--- src/hw/rtl/cftm_pkg.sv ---
// Shared constants and types of the cyclic frame task monitor.
package cftm_pkg;

	localparam int NumTasks   = 16;
	localparam int NumFrames  = 16;
	localparam int CountWidth = 16;

	localparam int TaskIdxWidth  = 4;
	localparam int FrameIdxWidth = 4;
	localparam int UseWidth      = 5;
	localparam int MaskWidth     = 16;
	localparam int HyperWidth    = 16;
	localparam int ReqWidth      = 3;
	localparam int CfgIdxWidth   = 1;

	typedef logic [CountWidth-1:0] count_t;
	typedef logic [MaskWidth-1:0]  mask_t;
	typedef logic [1:0]            status_t;

	// task status codes
	localparam status_t ST_IDLE    = 2'd0;
	localparam status_t ST_PENDING = 2'd1;
	localparam status_t ST_RUNNING = 2'd2;
	localparam status_t ST_MISSED  = 2'd3;

	// request codes
	localparam logic [ReqWidth-1:0] REQ_LOAD    = 3'd0;
	localparam logic [ReqWidth-1:0] REQ_START   = 3'd1;
	localparam logic [ReqWidth-1:0] REQ_FINISH  = 3'd2;
	localparam logic [ReqWidth-1:0] REQ_RELEASE = 3'd3;
	localparam logic [ReqWidth-1:0] REQ_END     = 3'd4;

	// configuration register indexes
	localparam logic [CfgIdxWidth-1:0] CFG_TASKS  = 1'd0;
	localparam logic [CfgIdxWidth-1:0] CFG_FRAMES = 1'd1;

	// counter select for the shared incrementer
	typedef enum logic [1:0] {
		BUMP_NONE,
		BUMP_MISS,
		BUMP_CANCEL,
		BUMP_DONE
	} bump_t;

	function automatic logic [UseWidth-1:0] clamp_use(input logic [UseWidth-1:0] v,
			input logic [UseWidth-1:0] hi);
		logic [UseWidth-1:0] r;
		r = v;
		if (v == '0)
			r = UseWidth'(1);
		else if (v > hi)
			r = hi;
		return r;
	endfunction

endpackage

--- src/hw/rtl/cyclic_frame_task_monitor_core.sv ---
// Cyclic-executive frame monitor: task status, frame table and per-task counters.
// A load word is taken in its accept cycle and leaves the input free; an unknown request is
// dropped the same way. A start or finish word holds the input while its task entry is
// updated. A release word walks tasks_in_use task entries one per cycle while no held report
// is stalled at the output, and gives its one report with the last entry; a frame-end word
// walks the same entries one per cycle under the same condition and gives one report per
// task. All per-task updates go through one saturating counter incrementer and one status
// decoder that step across the task entries; the input is stalled while a word is being
// walked. Counters saturate at all ones, the hyperperiod count wraps.
module cyclic_frame_task_monitor_core (
	input  logic                               clk,
	input  logic                               arst_n,
	// configuration write channel
	input  logic                               cfg_valid,
	output logic                               cfg_ready,
	input  logic [cftm_pkg::CfgIdxWidth-1:0]   cfg_index,
	input  logic [cftm_pkg::UseWidth-1:0]      cfg_data,
	// input channel
	input  logic                               in_valid,
	output logic                               in_stall,
	input  logic [cftm_pkg::ReqWidth-1:0]      req_type,
	input  logic [cftm_pkg::TaskIdxWidth-1:0]  task_index,
	input  logic [cftm_pkg::FrameIdxWidth-1:0] frame_index,
	input  logic [cftm_pkg::MaskWidth-1:0]     task_mask,
	// output channel
	output logic                               out_valid,
	input  logic                               out_stall,
	output logic                               report_kind,
	output logic [cftm_pkg::TaskIdxWidth-1:0]  report_task,
	output logic [1:0]                         task_state,
	output logic [cftm_pkg::CountWidth-1:0]    miss_total,
	output logic [cftm_pkg::CountWidth-1:0]    cancel_total,
	output logic [cftm_pkg::CountWidth-1:0]    done_total,
	output logic [cftm_pkg::HyperWidth-1:0]    hyperperiod_count,
	output logic [cftm_pkg::MaskWidth-1:0]     released_mask,
	output logic [cftm_pkg::MaskWidth-1:0]     demoted_mask,
	output logic                               last
);

	localparam logic S_IDLE = 1'b0;
	localparam logic S_STEP = 1'b1;

	localparam logic [cftm_pkg::UseWidth-1:0] MaxTasksUse  =
		cftm_pkg::UseWidth'(cftm_pkg::NumTasks);
	localparam logic [cftm_pkg::UseWidth-1:0] MaxFramesUse =
		cftm_pkg::UseWidth'(cftm_pkg::NumFrames);

	logic state_q;
	logic [cftm_pkg::ReqWidth-1:0]      req_q;
	logic [cftm_pkg::TaskIdxWidth-1:0]  idx_q;
	cftm_pkg::mask_t                    members_q;
	cftm_pkg::mask_t                    rel_q;
	cftm_pkg::mask_t                    dem_q;
	logic [cftm_pkg::UseWidth-1:0]      tasks_q;
	logic [cftm_pkg::UseWidth-1:0]      frames_q;
	logic [cftm_pkg::FrameIdxWidth-1:0] frame_q;
	logic [cftm_pkg::HyperWidth-1:0]    hyper_q;

	cftm_pkg::status_t status_q [cftm_pkg::NumTasks];
	logic              ovr_q    [cftm_pkg::NumTasks];
	cftm_pkg::count_t  miss_q   [cftm_pkg::NumTasks];
	cftm_pkg::count_t  cancel_q [cftm_pkg::NumTasks];
	cftm_pkg::count_t  done_q   [cftm_pkg::NumTasks];
	cftm_pkg::mask_t   ftab_q   [cftm_pkg::NumFrames];

	logic out_valid_q;
	logic kind_q, last_q;
	logic [cftm_pkg::TaskIdxWidth-1:0] rtask_q;
	cftm_pkg::status_t                 rstate_q;
	cftm_pkg::count_t                  rmiss_q, rcancel_q, rdone_q;
	logic [cftm_pkg::HyperWidth-1:0]   rhyper_q;
	cftm_pkg::mask_t                   rrel_q, rdem_q;

	logic in_fire, out_free, step_go, out_load, last_idx;
	cftm_pkg::status_t cur_st, next_st;
	logic cur_ov, next_ov, mem_bit;
	cftm_pkg::bump_t bump_sel;
	cftm_pkg::count_t cnt_sel, cnt_inc, new_miss, new_cancel, new_done;
	cftm_pkg::mask_t idx_bit, rel_next, dem_next;
	logic [cftm_pkg::UseWidth-1:0] frame_nx;

	assign cfg_ready = 1'b1;
	assign in_stall  = (state_q != S_IDLE);
	assign in_fire   = in_valid && !in_stall;
	assign out_free  = !out_valid_q || !out_stall;

	assign cur_st  = status_q[idx_q];
	assign cur_ov  = ovr_q[idx_q];
	assign mem_bit = members_q[idx_q];
	assign idx_bit = cftm_pkg::mask_t'(1) << idx_q;
	assign last_idx = ({1'b0, idx_q} + cftm_pkg::UseWidth'(1)) >= tasks_q;
	assign frame_nx = {1'b0, frame_q} + cftm_pkg::UseWidth'(1);

	// per-task decision for the word under way
	always_comb begin
		next_st  = cur_st;
		next_ov  = cur_ov;
		bump_sel = cftm_pkg::BUMP_NONE;
		unique case (req_q)
			cftm_pkg::REQ_START: begin
				if (cur_st != cftm_pkg::ST_IDLE)
					next_st = cftm_pkg::ST_RUNNING;
			end
			cftm_pkg::REQ_FINISH: begin
				next_st = cftm_pkg::ST_IDLE;
			end
			cftm_pkg::REQ_RELEASE: begin
				if (mem_bit) begin
					if (cur_st == cftm_pkg::ST_IDLE)
						next_st = cftm_pkg::ST_PENDING;
					else if (cur_st == cftm_pkg::ST_MISSED)
						bump_sel = cftm_pkg::BUMP_CANCEL;
				end
			end
			cftm_pkg::REQ_END: begin
				unique case (cur_st)
					cftm_pkg::ST_RUNNING: begin
						next_st  = cftm_pkg::ST_MISSED;
						next_ov  = 1'b1;
						bump_sel = cftm_pkg::BUMP_MISS;
					end
					cftm_pkg::ST_PENDING: begin
						if (cur_ov) begin
							next_st  = cftm_pkg::ST_MISSED;
							bump_sel = cftm_pkg::BUMP_MISS;
						end else begin
							next_st  = cftm_pkg::ST_IDLE;
							bump_sel = cftm_pkg::BUMP_CANCEL;
						end
					end
					cftm_pkg::ST_IDLE: begin
						if (cur_ov)
							next_ov = 1'b0;
						else if (mem_bit)
							bump_sel = cftm_pkg::BUMP_DONE;
					end
					default: begin
					end
				endcase
			end
			default: begin
			end
		endcase
	end

	// shared saturating incrementer
	always_comb begin
		unique case (bump_sel)
			cftm_pkg::BUMP_MISS:   cnt_sel = miss_q[idx_q];
			cftm_pkg::BUMP_CANCEL: cnt_sel = cancel_q[idx_q];
			cftm_pkg::BUMP_DONE:   cnt_sel = done_q[idx_q];
			default:               cnt_sel = '0;
		endcase
		cnt_inc = (&cnt_sel) ? cnt_sel : cnt_sel + cftm_pkg::count_t'(1);
		new_miss   = (bump_sel == cftm_pkg::BUMP_MISS)   ? cnt_inc : miss_q[idx_q];
		new_cancel = (bump_sel == cftm_pkg::BUMP_CANCEL) ? cnt_inc : cancel_q[idx_q];
		new_done   = (bump_sel == cftm_pkg::BUMP_DONE)   ? cnt_inc : done_q[idx_q];
	end

	assign rel_next = (next_st == cftm_pkg::ST_PENDING && cur_st == cftm_pkg::ST_IDLE) ?
		(rel_q | idx_bit) : rel_q;
	assign dem_next = (cur_st == cftm_pkg::ST_MISSED) ? (dem_q | idx_bit) : dem_q;

	always_comb begin
		step_go = 1'b0;
		if (state_q == S_STEP) begin
			if (req_q == cftm_pkg::REQ_RELEASE || req_q == cftm_pkg::REQ_END)
				step_go = out_free;
			else
				step_go = 1'b1;
		end
	end
	assign out_load = step_go && ((req_q == cftm_pkg::REQ_END) ||
		(req_q == cftm_pkg::REQ_RELEASE && last_idx));

	// sequencer, configuration and task state
	always_ff @(posedge clk or negedge arst_n) begin
		if (!arst_n) begin
			state_q  <= S_IDLE;
			req_q    <= cftm_pkg::REQ_LOAD;
			idx_q    <= '0;
			tasks_q  <= MaxTasksUse;
			frames_q <= cftm_pkg::UseWidth'(1);
			frame_q  <= '0;
			hyper_q  <= '0;
			for (int i = 0; i < cftm_pkg::NumTasks; i++) begin
				status_q[i] <= cftm_pkg::ST_IDLE;
				ovr_q[i]    <= 1'b0;
				miss_q[i]   <= '0;
				cancel_q[i] <= '0;
				done_q[i]   <= '0;
			end
			for (int f = 0; f < cftm_pkg::NumFrames; f++)
				ftab_q[f] <= '0;
		end else begin
			if (cfg_valid && cfg_ready) begin
				if (cfg_index == cftm_pkg::CFG_TASKS)
					tasks_q <= cftm_pkg::clamp_use(cfg_data, MaxTasksUse);
				else if (cfg_index == cftm_pkg::CFG_FRAMES)
					frames_q <= cftm_pkg::clamp_use(cfg_data, MaxFramesUse);
			end
			if (in_fire) begin
				req_q <= req_type;
				unique case (req_type)
					cftm_pkg::REQ_LOAD: begin
						ftab_q[frame_index] <= task_mask;
					end
					cftm_pkg::REQ_START, cftm_pkg::REQ_FINISH: begin
						idx_q   <= task_index;
						state_q <= S_STEP;
					end
					cftm_pkg::REQ_RELEASE, cftm_pkg::REQ_END: begin
						idx_q   <= '0;
						state_q <= S_STEP;
					end
					default: begin
					end
				endcase
			end
			if (step_go) begin
				status_q[idx_q] <= next_st;
				ovr_q[idx_q]    <= next_ov;
				miss_q[idx_q]   <= new_miss;
				cancel_q[idx_q] <= new_cancel;
				done_q[idx_q]   <= new_done;
				idx_q           <= idx_q + cftm_pkg::TaskIdxWidth'(1);
				if (req_q == cftm_pkg::REQ_START || req_q == cftm_pkg::REQ_FINISH || last_idx)
					state_q <= S_IDLE;
				if (req_q == cftm_pkg::REQ_END && last_idx) begin
					if (frame_nx >= frames_q) begin
						frame_q <= '0;
						hyper_q <= hyper_q + cftm_pkg::HyperWidth'(1);
					end else begin
						frame_q <= frame_nx[cftm_pkg::FrameIdxWidth-1:0];
					end
				end
			end
		end
	end

	// per-word scratch: frame members and release masks
	always_ff @(posedge clk) begin
		if (in_fire) begin
			members_q <= ftab_q[frame_q];
			rel_q     <= '0;
			dem_q     <= '0;
		end else if (step_go) begin
			rel_q <= rel_next;
			dem_q <= dem_next;
		end
	end

	// output register
	always_ff @(posedge clk or negedge arst_n) begin
		if (!arst_n) begin
			out_valid_q <= 1'b0;
		end else if (out_load) begin
			out_valid_q <= 1'b1;
		end else if (!out_stall) begin
			out_valid_q <= 1'b0;
		end
	end

	always_ff @(posedge clk) begin
		if (out_load) begin
			rhyper_q <= hyper_q;
			last_q   <= last_idx;
			if (req_q == cftm_pkg::REQ_END) begin
				kind_q    <= 1'b1;
				rtask_q   <= idx_q;
				rstate_q  <= next_st;
				rmiss_q   <= new_miss;
				rcancel_q <= new_cancel;
				rdone_q   <= new_done;
				rrel_q    <= '0;
				rdem_q    <= '0;
			end else begin
				kind_q    <= 1'b0;
				rtask_q   <= '0;
				rstate_q  <= cftm_pkg::ST_IDLE;
				rmiss_q   <= '0;
				rcancel_q <= '0;
				rdone_q   <= '0;
				rrel_q    <= rel_next;
				rdem_q    <= dem_next;
			end
		end
	end

	assign out_valid         = out_valid_q;
	assign report_kind       = kind_q;
	assign report_task       = rtask_q;
	assign task_state        = rstate_q;
	assign miss_total        = rmiss_q;
	assign cancel_total      = rcancel_q;
	assign done_total        = rdone_q;
	assign hyperperiod_count = rhyper_q;
	assign released_mask     = rrel_q;
	assign demoted_mask      = rdem_q;
	assign last              = last_q;

`ifndef ASSERT_OFF
	// a task is never both released and demoted in one release
	a_rel_dem_disjoint: assert property (@(posedge clk) disable iff (!arst_n)
		out_valid && !report_kind |-> (released_mask & demoted_mask) == '0)
		else $error("release and demote masks overlap");

	// a frame-end report names the task that was just stepped
	a_report_task: assert property (@(posedge clk) disable iff (!arst_n)
		out_load && req_q == cftm_pkg::REQ_END |=> report_task == $past(idx_q))
		else $error("frame-end report carries wrong task");

	// the final report of a word frees the sequencer
	a_last_frees: assert property (@(posedge clk) disable iff (!arst_n)
		out_load && last_idx |=> state_q == S_IDLE)
		else $error("sequencer still busy after last report");

	// no report is loaded over one that is still held
	a_no_overwrite: assert property (@(posedge clk) disable iff (!arst_n)
		out_load |-> !(out_valid_q && out_stall))
		else $error("output word overwritten while stalled");
`endif

endmodule

--- config.mk ---
export PLATFORM = sky130hd
export DESIGN_NAME = cyclic_frame_task_monitor_core
export DESIGN_NICKNAME = d
export VERILOG_FILES = /design/src/hw/rtl/cftm_pkg.sv /design/src/hw/rtl/cyclic_frame_task_monitor_core.sv
export SDC_FILE = /design/constraint.sdc
export NUM_CORES = 2
export LEC_CHECK = 0
export BUFFER_PORTS_ARGS = -buffer_cell sky130_fd_sc_hd__buf_2
export CAP_MARGIN = 0
export CORE_MARGIN = 3
export CORE_UTILIZATION = 45
export CTS_BUF_LIST = sky130_fd_sc_hd__clkbuf_4 sky130_fd_sc_hd__clkbuf_8
export CTS_CLUSTER_DIAMETER = 60
export DETAILED_ROUTE_END_ITERATION = 8
export GPL_TIMING_DRIVEN = 0
export PLACE_DENSITY = 0.62
export SYNTH_ARGS = -nofsm -noshare
export SYNTH_HDL_FRONTEND = slang
export SYNTH_SLANG_ARGS = --single-unit
--- constraint.sdc ---
create_clock -name clk -period 20.2 [get_ports clk]
set_clock_uncertainty 0.05 [all_clocks]
set_input_delay 4.04 -clock clk [delete_from_list [all_inputs] [get_ports clk]]
set_output_delay 4.04 -clock clk [all_outputs]
set_load 0.01 [all_outputs]
### Word-level counts from Yosys, hierarchy flattened

Cells that the tools add are included.

* register bits after elaboration: 1263
* latch bits: 0
* word-level logic and storage cells: 257
* memories: 0
* output and inout port bits: 107
* bits in read-only memories: 0
* bits in writable memories: 0

* shift operators: 1
* divide/modulo/power cells: 0
* bitwise operators: 6
* muxes and demuxes: 72
* order comparisons: 9
* reductions and logical operators: 31
* multipliers: 0
* equality and inequality tests: 16
* add/subtract/negate cells: 5

Operator list (number)
* $bwmux W256: 4
* $bmux W16 S4: 4
* $mux W16: 16
* $demux W16 S4: 2
* $pmux W16 S3: 1
* $add A16 B1 Y16 const B: 2
* $bwmux W32: 1
* $or A16 B16 Y16: 2
* $mux W2: 13
* $bwmux W16: 1
* $reduce_and A16 Y1: 1
* $shl A1 B4 Y16 const A: 1
* $ge A5 B5 Y1 const B: 3
* $not A4 Y5: 3
* $mux W1: 14
* $eq A3 B2 Y1 const B: 4
* $mux W4: 3
* $add A4 B1 Y5 const B: 2
* $ge A5 B5 Y1: 2
* $lt A5 B1 Y1 const B: 2
* $mux W5: 2
* $reduce_and A2 Y1: 5
* $bmux W1 S4: 2
* $bmux W2 S4: 1
* other kinds (27): 49

### Depth between registers and ports, before layout

* word-level depth: 15
* mapped depth: 28

### Worst setup path after synthesis

OpenSTA, ideal clock, no wires.

* kind: input-to-reg
* start: in out_stall
* end: reg rcancel_q[0], in the netlist cancel_total[0], enable pin
* setup slack: 10.972 ns
* stages: 3
* data arrival time: 8.610 ns
* buffers on the path: 0
* cell sequence: nand2_1 -> o21ai_1 -> nor2_1

* cells in the longest elaborated chain, start to end: 5

Ends and longest elaborated chain
* start, declared: line cyclic_frame_task_monitor_core.sv:27 `input logic out_stall,`
* $logic_not A1 Y1
* $logic_or A1 B1 Y1: line cyclic_frame_task_monitor_core.sv:85 `assign out_free = !out_valid_q || !out_stall;`
* $mux W1: line cyclic_frame_task_monitor_core.sv:167 `if (req_q == cftm_pkg::REQ_RELEASE || req_q == cftm_pkg::REQ_END)`
* $mux W1: line cyclic_frame_task_monitor_core.sv:166 `if (state_q == S_STEP) begin`
* $logic_and A1 B1 Y1: line cyclic_frame_task_monitor_core.sv:173 `assign out_load = step_go && ((req_q == cftm_pkg::REQ_END) ||`
* named net out_load: line cyclic_frame_task_monitor_core.sv:74 `logic in_fire, out_free, step_go, out_load, last_idx;`
* end signal, assigned: line cyclic_frame_task_monitor_core.sv:273 `rcancel_q <= new_cancel;`
* end, declared: line cyclic_frame_task_monitor_core.sv:70 `cftm_pkg::count_t rmiss_q, rcancel_q, rdone_q;`

The timed path passes the listed nets, and every way through them passes these cells.
A chain may end at the register's enable or synchronous reset.

### Worst setup path after layout

* start: reg idx_q[2] (netlist bit)
* end: reg rcancel_q[12], in the netlist cancel_total[12] (data pin)

* cells in the longest elaborated chain, start to end: 14

Ends and longest elaborated chain
* start, declared: line cyclic_frame_task_monitor_core.sv:50 `logic [cftm_pkg::TaskIdxWidth-1:0] idx_q;`
* start signal, assigned: line cyclic_frame_task_monitor_core.sv:209 `idx_q <= task_index;`
* start signal, assigned: line cyclic_frame_task_monitor_core.sv:226 `idx_q <= idx_q + cftm_pkg::TaskIdxWidth'(1);`
* $not A4 Y5 (not written as such)
* $bmux W2 S4: line cyclic_frame_task_monitor_core.sv:87 `assign cur_st = status_q[idx_q];`
* $mux W2 (not written as such) (2 in a row): line cyclic_frame_task_monitor_core.sv:87
* $eq A2 B2 Y1: line cyclic_frame_task_monitor_core.sv:111 `else if (cur_st == cftm_pkg::ST_MISSED)`
* $mux W2: line cyclic_frame_task_monitor_core.sv:111
* $mux W2: line cyclic_frame_task_monitor_core.sv:109 `if (cur_st == cftm_pkg::ST_IDLE)`
* $mux W2: line cyclic_frame_task_monitor_core.sv:108 `if (mem_bit) begin`
* $pmux W2 S2: line cyclic_frame_task_monitor_core.sv:99 `unique case (req_q)`
* $eq A2 B2 Y1 (tied with other cells): line cyclic_frame_task_monitor_core.sv:148 `unique case (bump_sel)`
* $pmux W16 S3: line cyclic_frame_task_monitor_core.sv:148
* $add A16 B1 Y16 or $reduce_and A16 Y1 (tied branches): line cyclic_frame_task_monitor_core.sv:154 `cnt_inc = (&cnt_sel) ? cnt_sel : cnt_sel + cftm_pkg::count_t'(1);`
* $mux W16: line cyclic_frame_task_monitor_core.sv:154
* $mux W16 *: line cyclic_frame_task_monitor_core.sv:156 `new_cancel = (bump_sel == cftm_pkg::BUMP_CANCEL) ? cnt_inc : cancel_q[idx_q];`

Mark *: on every way between the ends. The rest lies on a longest branch, timed or not. The select of a mux whose other input is x is not followed.

==> reports/results.tsv <==
metric	value	unit
outcome	completed	
whs_path_depth	2	
synth_seq_cells	1263	
numCtsBuffers	209	
antenna_found_initial	7	
rsz0062_at_grt	false	
pre_cts_slack	12.02	ns
r2r-end	cancel_total[12]	
die_w	359	µm
clk_pin_slew	0.06	ns
critPathArrivalTime	9.17	ns
cts-root-buf	clkbuf_8	
fin_ws	11.61	ns
cpMaxStageDelayCell	o31ai_2	
drc	0	
internal_power	4.86	mW
hold_ws	0.398	ns
clock_path_buffers	3	
swShare	35.9	%
num_vias	40400	
setup_tns	0	ns
synth_seq_area_share	57.3	%
syn_inst	4619	
p_clk_share	32.3	%
seqPwrFrac	38.9	%
place_congestion	1.02	
critPathTopFamily	buffers and inverters	
drv_slew	0	
dpl.hpwl	132000	µm
reg2regPathDepth	22	
cts_htree_levels	4	
ys_warn_count	0	
wire_per_inst	27.5	µm
powerDensity	119	mW/mm²
fin_crit_sh	42.5	%
fp.dieH	359	µm
core	0.123	mm²
cap_viol_max_count	0	
setup_violations	0	
startpoint_type	register	
synth_area	0.0559	mm²
nets	5043	
peakVddDrop	0.0000816	V
path_cells	buf_2 > nor2b_1 > clkbuf_1 > a22oi_1 > nand2_1 > inv_1 > ha_1 > nand3b_1 > a211oi_1 > o31ai_2 > nand2_2 > buf_2 > a21oi_1 > ha_1 > o21ai_0 > o31ai_1 > nand3_1 > buf_4 > nor2_1 > mux2i_1 > clkbuf_1 > nor2_1	
syn_avg_cell_area	12.1	µm²
die-area	0.129	mm²
final_hold_viol_count	0	
rr_startpoint	idx_q[2]	
cts.sink_count	1263	
rrSetupSlack	11.61	ns
cts.repair.resized	0	
drive_gt1_share	25.1	%
grt_usage	29.4	%
min_from	rel_q[11]	
yosys.area.top_type_share	49.6	%
avgViaCountPerCell	5.95	
start_util	45.7	%
grt_pass1_wl	275000	µm
hold_path_class	register to register	
port_buffers	138	
cts_tree	built	
num_rows	128	
min_to	rel_q[11]	
grt_remaining_overflow	0	
synth_top_area_cell	dfrtp_1	
synth_edf_count	120	
post-cts-setup-buffers	0	
async_flop_share	88.0	%
p_leak	27.3	nW
cts_hold_buf	0	
critPathMaxStageDelay	1.00	ns
crit_type	register to register	
dr.pass1.iters	5	
drt-initial-drc-count	4148	
synthesis.nets	4682	
grt_pass1_vias	40700	
p_sw	2.73	mW
synth.distinct_cells	86	
worstPathRequired	20.79	ns
max_freq	0.116	GHz
synthTopCellsByArea	dfrtp_1 50%, mux4_2 13%, edfxtp_1 6.4%	
synthToLayoutAreaGrowth	13.7	%
relSlewSlack	5.14	%
worst_pin_slew	1.42	ns
ios	145	
critPathMaxFanout	10	
clock_latency	0.98	ns
crit_buf_inv	6	
endpoint_kind	register	
postRouteAntennaNets	0	
routed_wl	187000	µm
synth_flop_cell	dfrtp_1	
comb_power_share	28.8	%
fin_crit	8.59	ns
grt_max_degree	174	
-- worst max-delay path by stage --
stage / from / endpoint / slack, ns / depth (start not counted)
6_report: idx_q[2] / cancel_total[12] / 11.61 / 22
4_1_cts: idx_q[2] / cancel_total[12] / 11.97 / 23
5_1_grt: idx_q[3] / cancel_total[12] / 11.47 / 24
2_1_floorplan: out_stall / cancel_total[0] / 10.97 / 3
3_5_place_dp: idx_q[2] / cancel_total[12] / 12.02 / 23
3_3_place_gp: arst_n / ftab_q[28] / -9.61 / 1
-- layout by cell type, fill, tap and decap left out, drive strengths merged, types with 18 or more instances in the layout --
master,count
nor2,214
mux2i,20
dfrtp,1109
xnor2,22
and2,18
ha,25
nand3,24
clkinv,18
xor2,27
buf,259
nand2,836
inv,36
a31oi,39
dfxtp,32
o21ai,763
a22oi,32
mux2,304
clkbuf,635
o211ai,20
a21oi,112
nor3,27
mux4,316
edfxtp,120
-- per-layer routing --
layer / share of wire [%] / global-route usage (%)
met5: 0 / 0
met1: 40 / 38.6
met2: 45 / 44.8
met3: 8.8 / 7.41
met4: 6.2 / 16.5
-- through the flow --
step	cell area [µm²]	utilization (%)	instances	total power [mW]
3_5_place_dp	59000	48.1	6394	5.15
2_1_floorplan	55900	-	4619	4.19
4_1_cts	63600	51.9	6779	7.58
3_3_place_gp	58700	47.9	6382	5.12
5_1_grt	63600	51.9	6782	7.86
6_report	63600	51.9	6786	7.58
-- state kept, by name, summed over array words and instances (netlist names), 4 cells and up --
name               cells
cancel_q             256
cancel_total          16
dem_q                 16
demoted_mask          16
done_q               256
done_total            16
frame_q                4
frames_q               5
ftab_q               256
hyper_q               16
hyperperiod_count     16
idx_q                  4
members_q             16
miss_q               256
miss_total            16
ovr_q                 16
rel_q                 16
released_mask         16
report_task            4
status_q              32
tasks_q                5
-- final cells by class --
| cell class | count | area, µm² |
|---|---|---|
| Antenna cell | 7 | 17.5 |
| Timing Repair Buffer | 150 | 993 |
| Multi-Input combinational cell | 2938 | 22100 |
| Clock buffer | 353 | 4310 |
| Fill cell | 10800 | 58900 |
| Tap cell | 1625 | 2030 |
| Inverter | 27 | 101 |
| Clock inverter | 32 | 293 |
| Buffer | 391 | 1720 |
| Sequential cell | 1263 | 32000 |
-- tightest hold or removal path, cell delays in order, from the launching register on --
cell and delay (ns):
dfxtp_1 0.31, nand2_1 0.05, nand2_1 0.04
-- Yosys cell counts (4+ instances only) --
library cell / n
mux4_2: 316
mux2_2: 300
a32oi_1: 4
or4_1: 4
nor2_1: 211
or3_1: 4
nand4_1: 10
edfxtp_1: 120
mux2i_1: 20
a31o_2: 5
o21a_1: 7
a22oi_1: 32
a21o_1: 5
clkbuf_1: 282
nand2_1: 835
xor2_2: 6
o211ai_2: 6
and2_1: 16
ha_1: 25
xnor2_1: 20
buf_4: 22
xor2_1: 21
a21oi_1: 111
dfrtp_1: 1109
nor4_1: 5
o211ai_1: 13
buf_1: 12
nor2b_1: 7
o2111ai_1: 5
a211oi_1: 6
nand3_1: 24
o31ai_1: 4
buf_2: 63
buf_6: 12
dfxtp_1: 32
inv_1: 25
o21ai_0: 701
o21ai_1: 61
nor3_1: 25
nand2b_1: 13
a31oi_1: 37
and3_1: 16
-- cell families (layout without fill, tap and decap cells) --
| group | Yosys count | after routing | synth area share, % |
|---|---|---|---|
| buffers and inverters | 418 | 953 | 3.25 |
| adders and majority gates | 25 | 25 | 0.559 |
| DFF | 1263 | 1263 | 57.3 |
| muxes | 640 | 640 | 19.2 |
| xor gates and xnor gates | 49 | 49 | 0.875 |
| AOI/OAI and AO/OA | 1030 | 1030 | 10.1 |
| other | 1 | 8 | 0.00670 |
| and+or+nand+nor | 1193 | 1193 | 8.71 |
-- power by group through the flow --
stage          registers, mW  clock network, mW  logic (mW)
6_report                2.95               2.45        2.18
5_1_grt                 2.97               2.60        2.29
4_1_cts                 2.95               2.48        2.16
3_5_place_dp            2.99                  0        2.15
3_3_place_gp            3.01                  0        2.12
2_1_floorplan           2.98                  0        1.21
Power figures use the tool's default switching activity.
